$ cat config.mk
export PLATFORM = sky130hd
export DESIGN_NAME = logic_term_tokenizer
export DESIGN_NICKNAME = d
export VERILOG_FILES = /design/src/rtl/core/ltt_pkg.sv /design/src/rtl/core/logic_term_tokenizer.sv /design/src/rtl/core/ltt_front.sv /design/src/rtl/core/ltt_queue.sv /design/src/rtl/core/ltt_back.sv
export SDC_FILE = /design/constraint.sdc
export NUM_CORES = 1
export LEC_CHECK = 0
export ABC_AREA = 1
export BUFFER_PORTS_ARGS = -buffer_cell sky130_fd_sc_hd__buf_2
export CAP_MARGIN = 40
export CORE_UTILIZATION = 30
export CTS_BUF_LIST = sky130_fd_sc_hd__clkbuf_4 sky130_fd_sc_hd__clkbuf_8
export DETAILED_ROUTE_END_ITERATION = 8
export PLACE_DENSITY = 0.45
export SLEW_MARGIN = 0
export SYNTH_ARGS = -nofsm -noshare
export SYNTH_HDL_FRONTEND = slang
export SYNTH_SLANG_ARGS = --single-unit
$ cat constraint.sdc
create_clock -name i_clk -period 2.6 [get_ports i_clk]
set_input_delay 0.13 -clock i_clk [delete_from_list [all_inputs] [get_ports i_clk]]
set_output_delay 0.13 -clock i_clk [all_outputs]
set_load 0.02 [all_outputs]
$ cat src/rtl/core/ltt_pkg.sv
// Shared types and token codes for the logic-term tokenizer.
`default_nettype none

package ltt_pkg;

    localparam logic [2:0] KIND_EOL        = 3'd0;
    localparam logic [2:0] KIND_SEPARATOR  = 3'd1;
    localparam logic [2:0] KIND_LIST_OPEN  = 3'd2;
    localparam logic [2:0] KIND_LIST_CLOSE = 3'd3;
    localparam logic [2:0] KIND_VARIABLE   = 3'd4;
    localparam logic [2:0] KIND_ATOM       = 3'd5;

    typedef struct packed {
        logic [7:0] char_in;
        logic       end_of_input;
    } t_in;

    typedef struct packed {
        logic [2:0] token_kind;
        logic [7:0] text_byte;
        logic       byte_valid;
        logic       token_start;
        logic       token_end;
        logic       lex_error;
    } t_out;

    // Events produced by one input item, in order.
    typedef struct packed {
        logic [1:0] num;
        t_out       ev0;
        t_out       ev1;
    } t_push;

endpackage

`default_nettype wire

$ cat src/rtl/core/logic_term_tokenizer.sv
// Top level of the logic-term tokenizer: front lexer, event queue, output stage.
//
// Input channel: one source byte per item (i_in.char_in) with an end mark
// (i_in.end_of_input); accepted when i_in_valid is high and o_in_stall low.
// Output channel: one token event per item on o_out, accepted when
// o_out_valid is high and i_out_stall low.
// Each input byte gives zero, one or two events. The lexer state updates in
// the accepting cycle and its events enter a QUEUE_DEPTH entry queue; an
// output register then presents them. The first event of a byte passes through
// the queue and then the output register before it is presented.
// One byte is taken every cycle as long as the queue holds at least two free
// entries; while the receiver does not stall, the output register gives one event
// per cycle, so a long run of two-event bytes slows the input to that rate.
// Reset (i_rst_n low at a clock edge) returns the lexer to idle between
// tokens and empties the queue and the output register.
// While the receiver stalls, the presented event holds; the queue fills and
// o_in_stall rises once fewer than two entries are free.
`default_nettype none

module logic_term_tokenizer #(
    parameter int QUEUE_DEPTH = 4
) (
    input  wire logic          i_clk,
    input  wire logic          i_rst_n,
    input  wire logic          i_in_valid,
    output logic               o_in_stall,
    input  wire ltt_pkg::t_in  i_in,
    output logic               o_out_valid,
    input  wire logic          i_out_stall,
    output ltt_pkg::t_out      o_out
);
    import ltt_pkg::*;

    t_push push;
    t_out  head;
    logic  empty;
    logic  room;
    logic  pop;
    logic  take;

    assign o_in_stall = !room;
    assign take       = i_in_valid && room;

    ltt_front u_front (
        .i_clk   (i_clk),
        .i_rst_n (i_rst_n),
        .i_take  (take),
        .i_in    (i_in),
        .o_push  (push)
    );

    ltt_queue #(
        .DEPTH (QUEUE_DEPTH)
    ) u_queue (
        .i_clk   (i_clk),
        .i_rst_n (i_rst_n),
        .i_push  (push),
        .i_pop   (pop),
        .o_head  (head),
        .o_empty (empty),
        .o_room  (room)
    );

    ltt_back u_back (
        .i_clk       (i_clk),
        .i_rst_n     (i_rst_n),
        .i_head      (head),
        .i_empty     (empty),
        .o_pop       (pop),
        .o_out_valid (o_out_valid),
        .i_out_stall (i_out_stall),
        .o_out       (o_out)
    );

endmodule

`default_nettype wire

$ cat src/rtl/core/ltt_front.sv
// Front end: lexer state machine, turns each input item into up to two events.
`default_nettype none

module ltt_front (
    input  wire logic          i_clk,
    input  wire logic          i_rst_n,
    input  wire logic          i_take,
    input  wire ltt_pkg::t_in  i_in,
    output ltt_pkg::t_push     o_push
);
    import ltt_pkg::*;

    localparam logic [7:0] CH_SEMI   = 8'h3B;
    localparam logic [7:0] CH_BAR    = 8'h7C;
    localparam logic [7:0] CH_LBRK   = 8'h5B;
    localparam logic [7:0] CH_RBRK   = 8'h5D;
    localparam logic [7:0] CH_UNDER  = 8'h5F;
    localparam logic [7:0] CH_BSLASH = 8'h5C;
    localparam logic [7:0] CH_X      = 8'h78;
    localparam logic [7:0] CH_SQUOTE = 8'h27;
    localparam logic [7:0] CH_DQUOTE = 8'h22;

    typedef enum logic [2:0] {
        M_IDLE,
        M_WORD,
        M_QUOTE,
        M_ESC,
        M_HEX1,
        M_HEX2,
        M_ERR
    } t_mode;

    function automatic logic is_upper(input logic [7:0] c);
        return (c >= 8'h41) && (c <= 8'h5A);
    endfunction

    function automatic logic is_lower(input logic [7:0] c);
        return (c >= 8'h61) && (c <= 8'h7A);
    endfunction

    function automatic logic is_digit(input logic [7:0] c);
        return (c >= 8'h30) && (c <= 8'h39);
    endfunction

    function automatic logic is_space(input logic [7:0] c);
        return (c == 8'h20) || ((c >= 8'h09) && (c <= 8'h0D));
    endfunction

    // Bit 4 flags a valid hex digit, bits 3:0 hold its value.
    function automatic logic [4:0] hex_value(input logic [7:0] c);
        logic [4:0] v;
        v = 5'd0;
        if (is_digit(c)) begin
            v = {1'b1, 4'(c - 8'h30)};
        end else if ((c >= 8'h61) && (c <= 8'h66)) begin
            v = {1'b1, 4'(c - 8'h57)};
        end else if ((c >= 8'h41) && (c <= 8'h46)) begin
            v = {1'b1, 4'(c - 8'h37)};
        end
        return v;
    endfunction

    function automatic logic [7:0] escape_map(input logic [7:0] c);
        logic [7:0] r;
        unique case (c)
            8'h30:   r = 8'd0;
            8'h61:   r = 8'd7;
            8'h62:   r = 8'd8;
            8'h74:   r = 8'd9;
            8'h6E:   r = 8'd10;
            8'h76:   r = 8'd11;
            8'h66:   r = 8'd12;
            8'h72:   r = 8'd13;
            default: r = c;
        endcase
        return r;
    endfunction

    t_mode      r_mode, n_mode;
    logic       r_dbl, n_dbl;
    logic       r_var, n_var;
    logic [3:0] r_nib, n_nib;
    logic       r_sp, n_sp;

    // Start-of-token decode, independent of state.
    logic       b_emit;
    t_out       b_ev;
    t_mode      b_mode;
    logic       b_word;
    logic       b_var;
    logic       b_quote;
    logic       b_dbl;

    logic [7:0] c;
    logic [4:0] hex;
    logic [2:0] word_kind;
    logic [7:0] close_ch;
    t_out       ev0, ev1;
    logic [1:0] num;

    assign c         = i_in.char_in;
    assign hex       = hex_value(c);
    assign word_kind = r_var ? KIND_VARIABLE : KIND_ATOM;
    assign close_ch  = r_dbl ? CH_DQUOTE : CH_SQUOTE;

    always_comb begin
        b_emit  = 1'b0;
        b_ev    = '0;
        b_mode  = M_IDLE;
        b_word  = 1'b0;
        b_var   = is_upper(c) || (c == CH_UNDER);
        b_quote = 1'b0;
        b_dbl   = (c == CH_DQUOTE);
        priority if (is_space(c)) begin
            b_emit = 1'b0;
        end else if (c == CH_SEMI || c == CH_BAR || c == CH_LBRK || c == CH_RBRK) begin
            b_emit           = 1'b1;
            b_ev.token_start = 1'b1;
            b_ev.token_end   = 1'b1;
            priority if (c == CH_SEMI) begin
                b_ev.token_kind = KIND_EOL;
            end else if (c == CH_BAR) begin
                b_ev.token_kind = KIND_SEPARATOR;
            end else if (c == CH_LBRK) begin
                b_ev.token_kind = KIND_LIST_OPEN;
            end else begin
                b_ev.token_kind = KIND_LIST_CLOSE;
            end
        end else if (b_var || is_lower(c)) begin
            b_emit           = 1'b1;
            b_word           = 1'b1;
            b_mode           = M_WORD;
            b_ev.token_kind  = b_var ? KIND_VARIABLE : KIND_ATOM;
            b_ev.text_byte   = c;
            b_ev.byte_valid  = 1'b1;
            b_ev.token_start = 1'b1;
        end else if (c == CH_SQUOTE || c == CH_DQUOTE) begin
            b_quote = 1'b1;
            b_mode  = M_QUOTE;
        end else begin
            b_emit         = 1'b1;
            b_ev.lex_error = 1'b1;
            b_mode         = M_ERR;
        end
    end

    always_comb begin
        n_mode = r_mode;
        n_dbl  = r_dbl;
        n_var  = r_var;
        n_nib  = r_nib;
        n_sp   = r_sp;
        ev0    = '0;
        ev1    = '0;
        num    = 2'd0;
        if (i_in.end_of_input) begin
            if (r_mode == M_WORD) begin
                ev0.token_kind = word_kind;
                ev0.token_end  = 1'b1;
                num            = 2'd1;
            end else if (r_mode == M_QUOTE || r_mode == M_ESC ||
                         r_mode == M_HEX1 || r_mode == M_HEX2) begin
                ev0.lex_error = 1'b1;
                num           = 2'd1;
            end
            n_mode = M_IDLE;
            n_dbl  = 1'b0;
            n_var  = 1'b0;
            n_nib  = 4'd0;
            n_sp   = 1'b0;
        end else begin
            unique case (r_mode)
                M_IDLE: begin
                    ev0    = b_ev;
                    num    = {1'b0, b_emit};
                    n_mode = b_mode;
                    if (b_word) begin
                        n_var = b_var;
                    end
                    if (b_quote) begin
                        n_dbl = b_dbl;
                        n_sp  = 1'b1;
                    end
                end
                M_WORD: begin
                    ev0.token_kind = word_kind;
                    if (is_upper(c) || is_lower(c) || is_digit(c) || c == CH_UNDER) begin
                        ev0.text_byte  = c;
                        ev0.byte_valid = 1'b1;
                        num            = 2'd1;
                    end else begin
                        // Close the word, then lex this byte as a new token.
                        ev0.token_end = 1'b1;
                        ev1           = b_ev;
                        num           = b_emit ? 2'd2 : 2'd1;
                        n_mode        = b_mode;
                        if (b_word) begin
                            n_var = b_var;
                        end
                        if (b_quote) begin
                            n_dbl = b_dbl;
                            n_sp  = 1'b1;
                        end
                    end
                end
                M_QUOTE: begin
                    ev0.token_kind  = KIND_ATOM;
                    ev0.token_start = r_sp;
                    if (c == close_ch) begin
                        ev0.token_end = 1'b1;
                        num           = 2'd1;
                        n_sp          = 1'b0;
                        n_mode        = M_IDLE;
                    end else if (c == CH_BSLASH) begin
                        ev0    = '0;
                        n_mode = M_ESC;
                    end else begin
                        ev0.text_byte  = c;
                        ev0.byte_valid = 1'b1;
                        num            = 2'd1;
                        n_sp           = 1'b0;
                    end
                end
                M_ESC: begin
                    if (c == CH_X) begin
                        n_mode = M_HEX1;
                    end else begin
                        ev0.token_kind  = KIND_ATOM;
                        ev0.token_start = r_sp;
                        ev0.text_byte   = escape_map(c);
                        ev0.byte_valid  = 1'b1;
                        num             = 2'd1;
                        n_sp            = 1'b0;
                        n_mode          = M_QUOTE;
                    end
                end
                M_HEX1: begin
                    if (!hex[4]) begin
                        ev0.lex_error = 1'b1;
                        num           = 2'd1;
                        n_mode        = M_ERR;
                    end else begin
                        n_nib  = hex[3:0];
                        n_mode = M_HEX2;
                    end
                end
                M_HEX2: begin
                    if (!hex[4]) begin
                        ev0.lex_error = 1'b1;
                        num           = 2'd1;
                        n_mode        = M_ERR;
                    end else begin
                        ev0.token_kind  = KIND_ATOM;
                        ev0.token_start = r_sp;
                        ev0.text_byte   = {r_nib, hex[3:0]};
                        ev0.byte_valid  = 1'b1;
                        num             = 2'd1;
                        n_sp            = 1'b0;
                        n_mode          = M_QUOTE;
                    end
                end
                default: begin
                    // Error: drop bytes until end of input.
                    n_mode = M_ERR;
                end
            endcase
        end
    end

    always_comb begin
        o_push.num = i_take ? num : 2'd0;
        o_push.ev0 = ev0;
        o_push.ev1 = ev1;
    end

    always_ff @(posedge i_clk) begin
        if (!i_rst_n) begin
            r_mode <= M_IDLE;
            r_dbl  <= 1'b0;
            r_var  <= 1'b0;
            r_nib  <= 4'd0;
            r_sp   <= 1'b0;
        end else if (i_take) begin
            r_mode <= n_mode;
            r_dbl  <= n_dbl;
            r_var  <= n_var;
            r_nib  <= n_nib;
            r_sp   <= n_sp;
        end
    end

endmodule

`default_nettype wire

$ cat src/rtl/core/ltt_queue.sv
// Event queue between front and back: two writes and one read per cycle.
`default_nettype none

module ltt_queue #(
    parameter int DEPTH = 4
) (
    input  wire logic           i_clk,
    input  wire logic           i_rst_n,
    input  wire ltt_pkg::t_push i_push,
    input  wire logic           i_pop,
    output ltt_pkg::t_out       o_head,
    output logic                o_empty,
    output logic                o_room
);
    import ltt_pkg::*;

    localparam int PW = (DEPTH > 1) ? $clog2(DEPTH) : 1;
    localparam int SW = PW + 1;
    localparam int CW = $clog2(DEPTH + 1);

    // Step a pointer by zero, one or two entries, wrap at DEPTH.
    function automatic logic [PW-1:0] advance(input logic [PW-1:0] p, input logic [1:0] k);
        logic [SW-1:0] s;
        s = {1'b0, p} + SW'(k);
        if (s >= SW'(DEPTH)) begin
            s = s - SW'(DEPTH);
        end
        return s[PW-1:0];
    endfunction

    t_out          r_mem [DEPTH];
    logic [PW-1:0] r_wp;
    logic [PW-1:0] r_rp;
    logic [CW-1:0] r_count;
    logic [PW-1:0] wp_next;

    assign wp_next = advance(r_wp, 2'd1);
    assign o_head  = r_mem[r_rp];
    assign o_empty = (r_count == '0);
    // Room for the two events one item can cause.
    assign o_room  = (r_count <= CW'(DEPTH - 2));

    always_ff @(posedge i_clk) begin
        if (i_push.num != 2'd0) begin
            r_mem[r_wp] <= i_push.ev0;
        end
        if (i_push.num == 2'd2) begin
            r_mem[wp_next] <= i_push.ev1;
        end
    end

    always_ff @(posedge i_clk) begin
        if (!i_rst_n) begin
            r_wp    <= '0;
            r_rp    <= '0;
            r_count <= '0;
        end else begin
            r_wp    <= advance(r_wp, i_push.num);
            r_rp    <= advance(r_rp, {1'b0, i_pop});
            r_count <= r_count + CW'(i_push.num) - CW'(i_pop);
        end
    end

endmodule

`default_nettype wire

$ cat src/rtl/core/ltt_back.sv
// Back end: output register that hands queued events to the receiver.
`default_nettype none

module ltt_back (
    input  wire logic          i_clk,
    input  wire logic          i_rst_n,
    input  wire ltt_pkg::t_out i_head,
    input  wire logic          i_empty,
    output logic               o_pop,
    output logic               o_out_valid,
    input  wire logic          i_out_stall,
    output ltt_pkg::t_out      o_out
);
    import ltt_pkg::*;

    logic r_valid;
    t_out r_out;

    // Load when the register is empty or being taken this cycle.
    assign o_pop       = !i_empty && (!r_valid || !i_out_stall);
    assign o_out_valid = r_valid;
    assign o_out       = r_out;

    always_ff @(posedge i_clk) begin
        if (!i_rst_n) begin
            r_valid <= 1'b0;
        end else if (o_pop) begin
            r_valid <= 1'b1;
        end else if (!i_out_stall) begin
            r_valid <= 1'b0;
        end
    end

    always_ff @(posedge i_clk) begin
        if (o_pop) begin
            r_out <= i_head;
        end
    end

endmodule

`default_nettype wire

==> qor.json, run 1 <==
{
  "timing": {
    "report.final.hold_viol_count": 0,
    "finalCritPeriodShare": 0.9101,
    "finalWorstPathRequiredPeriod_ns": 2.366,
    "worst_slew_pin_slew_ns": 0.5140,
    "final.setup_skew_ns": 0.02184,
    "setup_viol": 0,
    "setup_slack_ns": 0.2337,
    "clock.fmax_ghz": 0.4226,
    "rsz0062_at_grt": "false",
    "final_max_slew_violation_count": 0,
    "tns_ns": 0,
    "timing.max_slew.rel_slack": 0.6570,
    "hold-worst-slack_ns": 0.09813
  },
  "critical_path": {
    "crit_path_max_fo": 9,
    "cp_slowest_cell": "sky130_fd_sc_hd__fa_1",
    "slowest_delay_ns": 0.38,
    "critical_path.n_buffers_inverters": 4,
    "crit_top_cell": "sky130_fd_sc_hd__nand2_1",
    "critPathArrivalTime_ns": 2.68,
    "required_ns": 2.91,
    "crit-reg2reg-launch": "u_front.r_mode[1]$_SDFFE_PN0P_",
    "worst-r2r-cell-count": 15,
    "regToRegSetupSlack_ns": 0.23,
    "r2r-end": "u_queue.r_count[2]$_SDFF_PN0_",
    "worst_setup_path_start_kind": "flop",
    "crit_type": "reg -> reg",
    "timing.critical_path.cells": "inv_1 > nand2_1 > nor2_4 > inv_2 > buf_4 > nand2_1 > nor2_1 > nor2_1 > nand2_1 > inv_1 > ha_1 > fa_1 > xor2_1 > o21ai_0 > a21oi_1",
    "end_kind": "flop",
    "path_delay_family": "simple AND/OR/NAND/NOR gates"
  },
  "final_layout": {
    "design_area_um2": 6608,
    "diodes": 0,
    "layout-drive-gt1-share": 0.2300,
    "finalNetCount": 779,
    "syn_to_final_growth_pct": 22.90
  },
  "synth": {
    "synth_top_area_share": 0.4189,
    "post_synth_fa_ha_maj_area_fraction": 0.02467,
    "synth-async-reset-ratio": 0,
    "post_synth_most_frequent_cells": "sky130_fd_sc_hd__nand2_1, sky130_fd_sc_hd__nor2_1, sky130_fd_sc_hd__edfxtp_1",
    "yosys_most_used_dff": "sky130_fd_sc_hd__edfxtp_1",
    "syn_avg_cell_area_um2": 8.121,
    "xor_xnor_share_of_the_synthesized_area": 0.008145,
    "synth-simple-area-share": 0.2632,
    "synth_area_leaders": "sky130_fd_sc_hd__edfxtp_1, sky130_fd_sc_hd__nand2_1, sky130_fd_sc_hd__dfxtp_1, sky130_fd_sc_hd__nor2_1, sky130_fd_sc_hd__o21ai_0",
    "ys_types": 43,
    "yosysMostFrequentCell": "sky130_fd_sc_hd__nand2_1",
    "yosys_warnings": 0,
    "synth.cell_area_um2": 5376,
    "ys_seq_elements": 93,
    "synth_top_area_cell": "sky130_fd_sc_hd__edfxtp_1",
    "post_synth_mux_area_share": 0,
    "largest_family_of_logic_cells_by_synthesized_area": "simple AND/OR/NAND/NOR gates",
    "postSynthNetCount": 685,
    "cell_count_after_synthesis": 662,
    "post_synthesis_compound_gate_area_fraction": 0.1457,
    "synth_edf_count": 75,
    "synth_sequential_area_ratio": 0.4859
  },
  "pwr": {
    "netSwitchingPower_uw": 1876,
    "share_comb_of_total_power": 0.365,
    "pwr_density_cell_nw_per_um2": 782.2,
    "share_of_total_power_consumed_by_net_switching": 0.3629,
    "power_after_layout_uw": 5168,
    "leakage_uw": 0.002911,
    "worst_ir_drop_on_vdd_mv": 0.3197,
    "reg_power_frac": 0.399,
    "cellInternalPower_uw": 3293,
    "power.clock.fraction": 0.235
  },
  "route": {
    "drt_wl_total_mm": 15.57,
    "vias": 4699,
    "initial_drt_markers": 279,
    "wl_per_cell_um": 15.79,
    "number_of_nets_still_failing_antenna_checks_after_routing": 0,
    "drt-vias-per-instance": 4.766,
    "drt_pass1_iterations": 4,
    "post-route-drc-count": 0
  },
  "grt": {
    "gr-usage-all-layers": 0.1772,
    "globalRouteOverflowTotal": 0,
    "first_global_vias": 4397,
    "grt_antenna_before_repair": 0,
    "first_pass_grt_wire_length_mm": 24.23,
    "largest_net_degree_at_the_start_of_global_routing": 39
  },
  "floorplanning": {
    "die_height_um": 135.9,
    "initial_core_utilization": 0.3087,
    "core_area_um2": 17420,
    "ioPinCount": 30,
    "die-area_um2": 18460,
    "die-width_um": 135.9,
    "num_rows": 48
  },
  "status": {
    "status": "completed"
  },
  "clock_network": {
    "hold_buffers": 0,
    "cell_at_the_root_of_the_clock_tree": "sky130_fd_sc_hd__clkbuf_8",
    "cts_sinks": 93,
    "number_of_buffers_inserted_during_clock_tree_synthesis": 9,
    "cts_tree": "built",
    "clkTransAtPathRegs_ns": 0.10,
    "max-clock-path-buffers": 2,
    "cts-htree-levels": 3,
    "clkLatencyLatePin_ns": 0.38
  },
  "place": {
    "detail_placement_hpwl_mm": 12.09,
    "numPortBuffers": 29,
    "place.gp.congestion": 0.8894,
    "preCtsSetupSlack_ns": -0.09837,
    "place_area_um2": 6334
  },
  "worst_hold_path": {
    "min_from": "i_out_stall",
    "worstHoldPathType": "in -> reg",
    "hold-path-endpoint": "u_back.o_out_valid$_SDFFE_PN0P_",
    "holdPathStages": 5
  },
  "flow_run": {
    "cap_viol_max_count": 0
  }
}
[tightest hold or removal path: cells and delay by family]
| kind | cells | cell delay [ns] |
|---|---|---|
| AO/OA/AOI/OAI | 1 | 0.08 |
| AND/OR/NAND/NOR | 1 | 0.04 |
| buffers and inverters | 3 | 0.20 |
[area by class of cell]
| cell class | instances | area, um2 |
|---|---|---|
| clock buffers | 10 | 131.4 |
| flip-flops and latches | 93 | 2615 |
| fillers | 1824 | 10810 |
| multi-input cells | 469 | 2396 |
| repair buffers | 101 | 755.7 |
| clock inverters | 6 | 117.6 |
| well taps | 225 | 281.5 |
| inverters | 82 | 310.3 |
[repair_timing]
item	CTS	global route
gates resized for setup	0	6
setup buffers	0	1
endpoints found under the setup margin	0	62
[worst max-delay path by stage]
stage	to	start	slack (ns)	cells after the start
after CTS	u_queue.r_count[2]$_SDFF_PN0_	u_front.r_mode[0]$_SDFFE_PN0P_	0.1	13
after detailed placement	u_queue.r_count[2]$_SDFF_PN0_	i_in[1]	-0.1	19
final	u_queue.r_count[2]$_SDFF_PN0_	u_front.r_mode[1]$_SDFFE_PN0P_	0.23	15
after floorplan	u_queue.r_count[2]$_SDFF_PN0_	u_queue.r_count[0]$_SDFF_PN0_	0.03	12
after global routing	u_queue.r_count[2]$_SDFF_PN0_	u_front.r_mode[1]$_SDFFE_PN0P_	0.006	15
after global placement	u_queue.r_count[2]$_SDFF_PN0_	i_in[1]	-0.03	19
[layer usage]
| layer | part of all wire | routed length, um | global-route usage |
|---|---|---|---|
| met5 | 0 | 0 | 0 |
| met4 | 0.022 | 346 | 0.06296 |
| met3 | 0.031 | 476 | 0.03244 |
| met2 | 0.47 | 7395 | 0.2934 |
| met1 | 0.47 | 7352 | 0.2307 |
[layout by cell type, fill, tap and decap left out, types with 2 or more instances in the layout]
master,instances
sky130_fd_sc_hd__nor2_1,83
sky130_fd_sc_hd__inv_1,62
sky130_fd_sc_hd__o31ai_1,2
sky130_fd_sc_hd__nand3_1,42
sky130_fd_sc_hd__buf_2,29
sky130_fd_sc_hd__o211ai_1,2
sky130_fd_sc_hd__o21ai_1,20
sky130_fd_sc_hd__o21ai_2,2
sky130_fd_sc_hd__o21bai_1,2
sky130_fd_sc_hd__a21oi_1,40
sky130_fd_sc_hd__buf_4,66
sky130_fd_sc_hd__dfxtp_1,16
sky130_fd_sc_hd__nand2_4,5
sky130_fd_sc_hd__nor2_2,6
sky130_fd_sc_hd__buf_12,5
sky130_fd_sc_hd__nor3_2,3
sky130_fd_sc_hd__nand2_2,8
sky130_fd_sc_hd__a31oi_1,4
sky130_fd_sc_hd__nor3_1,9
sky130_fd_sc_hd__and2_1,4
sky130_fd_sc_hd__nand4_1,6
sky130_fd_sc_hd__dfxtp_2,2
sky130_fd_sc_hd__nand2_1,133
sky130_fd_sc_hd__clkbuf_8,9
sky130_fd_sc_hd__bufinv_16,3
sky130_fd_sc_hd__inv_2,19
sky130_fd_sc_hd__xnor2_1,2
sky130_fd_sc_hd__o22ai_1,16
sky130_fd_sc_hd__o21ai_0,48
sky130_fd_sc_hd__o21a_1,3
sky130_fd_sc_hd__nor2_4,4
sky130_fd_sc_hd__edfxtp_1,75
sky130_fd_sc_hd__nand3_2,2
sky130_fd_sc_hd__xor2_1,3
sky130_fd_sc_hd__ha_1,8
[cells by family after synthesis]
logic type                 Yosys count
and+or+nand+nor                    311
adders and majority gates           10
AOI/OAI and AO/OA                  143
buffers and inverters              100
xor gates and xnor gates             5
DFF                                 93
[stage by stage]
step	std cells	utilization
2_1_floorplan	662	-
3_3_place_gp	968	0.3628
3_5_place_dp	969	0.3636
4_1_cts	985	0.3779
5_1_grt	986	0.3794
6_report	986	0.3794
[flip-flops by register name (all words and copies together) (netlist names)]
register / flops
u_queue.r_wp: 2
u_front.r_dbl: 1
u_queue.r_mem: 60
u_front.r_mode: 3
u_front.r_var: 1
u_queue.r_rp: 2
u_front.r_sp: 1
u_front.r_nib: 4
u_back.o_out_valid: 1
u_back.o_out: 15
u_queue.r_count: 3
[power by group through the flow]
stage	Combinational, uW	Sequential (uW)	Clock [uW]
floorplan	1030	2280	0
global placement	1890	2090	0
CTS	1920	2070	1240
finish	1890	2060	1220
global route	2110	2100	1300
detailed placement	1910	2100	0
(Power assumes the default switching activity.)
==> inputs of run 2 (changes only) <==
==> constraint.sdc (replaced) <==
create_clock -name i_clk -period 2.6 [get_ports i_clk]
set_input_delay 0.39 -clock i_clk [delete_from_list [all_inputs] [get_ports i_clk]]
set_output_delay 0.39 -clock i_clk [all_outputs]
set_load 0.02 [all_outputs]
==> run 2 against run 1 <==
Compared with the run above: die area unchanged; utilization rose by 1.8 points; clock skew is 0.0016 ns lower; sequential power hardly changed; final cell count increased by 3.4%; sequential share of layout area shrank 1.8 points; combinational power increased by 7%; critical path depth down 1; via count grew 4.8%; fmax down 3.3%; largest cell class unchanged; highest routed layer unchanged.
==> qor.json, run 2 (same netlist as run 1, synthesis figures left out) <==
{
  "timing": {
    "finalCritPeriodShare": 0.9408,
    "final.setup_skew_ns": 0.02029,
    "timing.max_slew.rel_slack": 0.6574,
    "setup_viol": 0,
    "worst_slew_pin_slew_ns": 0.5133,
    "clock.fmax_ghz": 0.4088,
    "hold-worst-slack_ns": 0.3748,
    "setup_slack_ns": 0.1539,
    "final_max_slew_violation_count": 0,
    "finalWorstPathRequiredPeriod_ns": 2.446,
    "report.final.hold_viol_count": 0
  },
  "route": {
    "drt_wl_total_mm": 16.29,
    "drt-vias-per-instance": 4.827,
    "post-route-drc-count": 0,
    "vias": 4924,
    "wl_per_cell_um": 15.97,
    "drt_pass1_iterations": 5,
    "initial_drt_markers": 353,
    "number_of_nets_still_failing_antenna_checks_after_routing": 0
  },
  "critical_path": {
    "timing.critical_path.cells": "inv_1 > nand2_1 > nor2_4 > inv_2 > nor2_2 > inv_1 > nor2_1 > nand2_4 > ha_4 > inv_1 > fa_2 > xor2_2 > o21ai_1 > a21oi_1",
    "crit_path_max_fo": 6,
    "required_ns": 2.87,
    "worst-r2r-cell-count": 14,
    "cp_slowest_cell": "sky130_fd_sc_hd__fa_2",
    "worst_setup_path_start_kind": "flop",
    "crit_type": "reg -> reg",
    "slowest_delay_ns": 0.35,
    "critPathArrivalTime_ns": 2.72,
    "crit_top_cell": "sky130_fd_sc_hd__inv_1",
    "end_kind": "flop"
  },
  "grt": {
    "first_pass_grt_wire_length_mm": 25.99,
    "globalRouteOverflowTotal": 0,
    "grt_antenna_before_repair": 0,
    "first_global_vias": 4872,
    "largest_net_degree_at_the_start_of_global_routing": 36,
    "gr-usage-all-layers": 0.1870
  },
  "final_layout": {
    "syn_to_final_growth_pct": 28.62,
    "seq_area_um2": 2615,
    "area_occupied_by_multi_input_gates_um2": 2480,
    "most-common-layout-cells": "sky130_fd_sc_hd__nand2_1, sky130_fd_sc_hd__buf_4, sky130_fd_sc_hd__nor2_1, sky130_fd_sc_hd__edfxtp_1, sky130_fd_sc_hd__inv_1",
    "finalNetCount": 813,
    "largest_register": "u_queue.r_mem",
    "diodes": 0,
    "layout-drive-gt1-share": 0.2843,
    "fillers": 1794,
    "mostFrequentLayoutCell": "sky130_fd_sc_hd__nand2_1",
    "flip_flop_count_of_the_largest_register_all_copies_and_words_added": 60,
    "stdcell_count": 1020
  },
  "worst_hold_path": {
    "worstHoldPathType": "in -> reg",
    "holdPathStages": 3
  },
  "clock_network": {
    "hold_buffers": 0,
    "clkLatencyLatePin_ns": 0.37,
    "max-clock-path-buffers": 2,
    "cts-htree-levels": 3,
    "cts_tree": "built",
    "cell_at_the_root_of_the_clock_tree": "sky130_fd_sc_hd__clkbuf_8",
    "number_of_buffers_inserted_during_clock_tree_synthesis": 9,
    "cts_sinks": 93,
    "clkTransAtPathRegs_ns": 0.10
  },
  "place": {
    "numPortBuffers": 29,
    "place.gp.congestion": 0.8834,
    "preCtsSetupSlack_ns": -0.2594,
    "detail_placement_hpwl_mm": 12.40,
    "placed_cells_incl_taps": 1001
  },
  "floorplanning": {
    "initial_core_utilization": 0.3087,
    "ioPinCount": 30,
    "die_height_um": 135.9,
    "num_rows": 48,
    "die-width_um": 135.9,
    "core_area_um2": 17420,
    "die-area_um2": 18460
  },
  "status": {
    "status": "completed"
  },
  "pwr": {
    "leakage_uw": 0.003077,
    "worst_ir_drop_on_vdd_mv": 0.4612,
    "pwr_density_cell_nw_per_um2": 737.8
  },
  "flow_run": {
    "cap_viol_max_count": 0
  }
}
==> run 2: repair_timing <==
item,4_1_cts,5_1_grt
resized for setup,0,17
buffers inserted,0,3
endpoints found under the setup margin,0,42
==> run 2: path summary, 6_finish.rpt <==
kind	end	slack, ns	startpoint
max	u_queue.r_count[2]$_SDFF_PN0_	0.15	u_front.r_mode[1]$_SDFFE_PN0P_
min	u_queue.r_count[1]$_SDFF_PN0_	0.37	i_rst_n
max reg2reg	u_queue.r_count[2]$_SDFF_PN0_	0.15	u_front.r_mode[1]$_SDFFE_PN0P_
min reg2reg	u_front.r_nib[1]$_SDFFE_PN0P_	0.47	u_front.r_nib[1]$_SDFFE_PN0P_
==> run 2: report_power, final <==
group,switching [uW],internal [uW]
registers,79.6,1990
clock network,534,479
logic,1290,728
total,1910,3200
==> run 2: layer usage <==
layer	track usage	wire, um	part of all wire	vias to the layer above
li1	-	-	-	2488
met1	0.2515	7792	0.48	2319
met2	0.3084	7752	0.48	100
met3	0.02349	505	0.031	17
met4	0.06481	242	0.015	0
met5	0	0	0	-
==> run 2: worst max-delay path: cells and delay by family, from the launching register on <==
family | cells | cell delay (ns)
XOR/XNOR | 1 | 0.16
AND/OR/NAND/NOR | 5 | 0.71
AO/OA/AOI/OAI | 2 | 0.18
buffers and inverters | 4 | 0.36
flip-flops | 1 | 0.32
adder cells (fa/ha/maj) | 2 | 0.61
==> run 2: cell type report <==
type                    instances  area share
clock inverters                 4    0.007418
clock buffers                  12     0.02117
multi-input cells             469      0.3586
well taps                     225     0.04071
flip-flops and latches         93      0.3781
inverters                      82     0.04541
repair buffers                135      0.1485
==> run 2: metrics by stage <==
stage	total power [uW]	cell area [um2]	TNS, ns	utilization
after floorplan	3327	5441	0	-
after CTS	5111	6843	0	0.3929
after global routing	5447	6915	-0.01507	0.3971
final	5102	6915	0	0.3971
after detailed placement	4104	6645	-2.923	0.3815
after global placement	4045	6618	-2.650	0.3800
==> inputs of run 3 (changes only) <==
--- a/config.mk
+++ b/config.mk
@@ -8,6 +8,7 @@
 export ABC_AREA = 1
 export BUFFER_PORTS_ARGS = -buffer_cell sky130_fd_sc_hd__buf_2
 export CAP_MARGIN = 40
+export CORE_ASPECT_RATIO = 1.1
 export CORE_UTILIZATION = 30
 export CTS_BUF_LIST = sky130_fd_sc_hd__clkbuf_4 sky130_fd_sc_hd__clkbuf_8
 export DETAILED_ROUTE_END_ITERATION = 8
==> run 3 against run 2 <==
Compared with the run above: wire length down 1.2%; non-clock buffer count down 2; register-to-register slack about the same; sequential power about the same; largest cell class unchanged; count of clock-buffer cells in the layout down 3; clock skew about the same; fmax up 0.23%; sequential share of layout area about the same; global-route usage down 0.088 points.
==> qor.json, run 3 (same netlist as run 1, synthesis figures left out) <==
{
  "status": {
    "status": "completed"
  },
  "final_layout": {
    "stdcell_count": 1027,
    "syn_to_final_growth_pct": 28.62,
    "finalNetCount": 811,
    "fillers": 1804,
    "design_area_um2": 6915,
    "layout-drive-gt1-share": 0.2888,
    "flip_flop_count_of_the_largest_register_all_copies_and_words_added": 60,
    "mostFrequentLayoutCell": "sky130_fd_sc_hd__nand2_1",
    "diodes": 0,
    "largest_register": "u_queue.r_mem",
    "most-common-layout-cells": "sky130_fd_sc_hd__nand2_1, sky130_fd_sc_hd__buf_4, sky130_fd_sc_hd__nor2_1, sky130_fd_sc_hd__edfxtp_1, sky130_fd_sc_hd__inv_1"
  },
  "grt": {
    "globalRouteOverflowTotal": 0,
    "largest_net_degree_at_the_start_of_global_routing": 35,
    "first_pass_grt_wire_length_mm": 25.49,
    "gr-usage-all-layers": 0.1861,
    "first_global_vias": 4837,
    "grt_antenna_before_repair": 0
  },
  "timing": {
    "worst_slew_pin_slew_ns": 0.5431,
    "finalCritPeriodShare": 0.9386,
    "final_max_slew_violation_count": 0,
    "rsz0062_at_grt": "false",
    "tns_ns": 0,
    "report.final.hold_viol_count": 0,
    "hold-worst-slack_ns": 0.3390,
    "finalWorstPathRequiredPeriod_ns": 2.440,
    "clock.fmax_ghz": 0.4098,
    "timing.max_slew.rel_slack": 0.6375,
    "final.setup_skew_ns": 0.01994,
    "setup_viol": 0,
    "setup_slack_ns": 0.1596
  },
  "clock_network": {
    "clkTransAtPathRegs_ns": 0.11,
    "max-clock-path-buffers": 2,
    "cts_sinks": 93,
    "cts-htree-levels": 3,
    "clkLatencyLatePin_ns": 0.39,
    "cell_at_the_root_of_the_clock_tree": "sky130_fd_sc_hd__clkbuf_8",
    "cts_tree": "built",
    "number_of_buffers_inserted_during_clock_tree_synthesis": 9,
    "hold_buffers": 0
  },
  "worst_hold_path": {
    "worstHoldPathType": "in -> reg"
  },
  "floorplanning": {
    "initial_core_utilization": 0.3114,
    "core_area_um2": 17270,
    "die_height_um": 142.4,
    "die-area_um2": 18460,
    "ioPinCount": 30,
    "num_rows": 50,
    "die-width_um": 129.6
  },
  "route": {
    "drt-vias-per-instance": 4.764,
    "post-route-drc-count": 0,
    "drt_wl_total_mm": 16.11,
    "wl_per_cell_um": 15.68,
    "number_of_nets_still_failing_antenna_checks_after_routing": 0,
    "drt_pass1_iterations": 5,
    "initial_drt_markers": 240,
    "vias": 4893
  },
  "critical_path": {
    "end_kind": "flop",
    "crit_path_max_fo": 5,
    "crit_top_cell": "sky130_fd_sc_hd__inv_1",
    "critPathArrivalTime_ns": 2.73,
    "cp_slowest_cell": "sky130_fd_sc_hd__fa_2",
    "required_ns": 2.89,
    "timing.critical_path.cells": "inv_1 > nand2_1 > nor2_4 > inv_2 > nor2_2 > inv_1 > nor2_2 > nand2_4 > ha_4 > inv_1 > fa_2 > xor2_2 > o21ai_1 > a21oi_1",
    "worst_setup_path_start_kind": "flop",
    "crit_type": "reg -> reg",
    "slowest_delay_ns": 0.39,
    "regToRegSetupSlack_ns": 0.16
  },
  "pwr": {
    "worst_ir_drop_on_vdd_mv": 0.2732,
    "leakage_uw": 0.003052,
    "pwr_density_cell_nw_per_um2": 730.3
  },
  "place": {
    "place_area_um2": 6631,
    "numPortBuffers": 29,
    "preCtsSetupSlack_ns": -0.3894,
    "placed_cells_incl_taps": 1010,
    "place.gp.congestion": 0.9234,
    "detail_placement_hpwl_mm": 12.51
  },
  "flow_run": {
    "cap_viol_max_count": 0
  }
}
-- run 3: area by class of cell --
cell class / count / area [um2] / share of cell area
tap: 234 / 292.8 / 0.04234
sequential: 93 / 2616 / 0.3783
clock inverter: 7 / 73.82 / 0.01067
timing repair buffer: 133 / 985.9 / 0.1426
clock buffer: 9 / 123.9 / 0.01791
inverter: 82 / 314.1 / 0.04541
multi-input combinational: 469 / 2509 / 0.3628
-- run 3: final timing paths --
path                                   from                       endpoint  depth (start not counted)
max          u_front.r_mode[1]$_SDFFE_PN0P_  u_queue.r_count[2]$_SDFF_PN0_                         14
min                                 i_rst_n     u_queue.r_wp[0]$_SDFF_PN0_                          3
max reg2reg  u_front.r_mode[1]$_SDFFE_PN0P_  u_queue.r_count[2]$_SDFF_PN0_                         14
min reg2reg   u_front.r_nib[1]$_SDFFE_PN0P_  u_front.r_nib[1]$_SDFFE_PN0P_                          2
-- run 3: critical path: cells and delay by family (launching register included) --
kind | cells | cell delay [ns]
AOI/OAI and AO/OA | 2 | 0.17
xor gates and xnor gates | 1 | 0.16
adders and majority gates | 2 | 0.64
buffers and inverters | 4 | 0.37
DFF | 1 | 0.37
and+or+nand+nor | 5 | 0.62
-- run 3: where the power goes --
group          total (uW)  internal (uW)  switching (uW)
registers            2070           1990            85.9
logic                1980            701            1280
clock network         995            446             549
total                5050           3140            1920
-- run 3: per-layer routing --
metal / part of all wire / up-vias / GRT usage
met5: 0 / - / 0
met4: 0.024 / 0 / 0.07344
li1: - / 2490 / -
met3: 0.025 / 26 / 0.02368
met1: 0.45 / 2297 / 0.2215
met2: 0.50 / 80 / 0.3361
-- run 3: timing repair --
action                     4_1_cts  5_1_grt
setup endpoints to repair        0       62
resized for setup                0       24
buffers inserted                 0        1
-- run 3: metrics by stage --
| step | utilization | total power (uW) |
|---|---|---|
| after global routing | 0.4005 | 5393 |
| final | 0.4005 | 5051 |
| after detailed placement | 0.3841 | 4074 |
| after CTS | 0.3955 | 5064 |
| after global placement | 0.3832 | 4036 |
| after floorplan | - | 3327 |
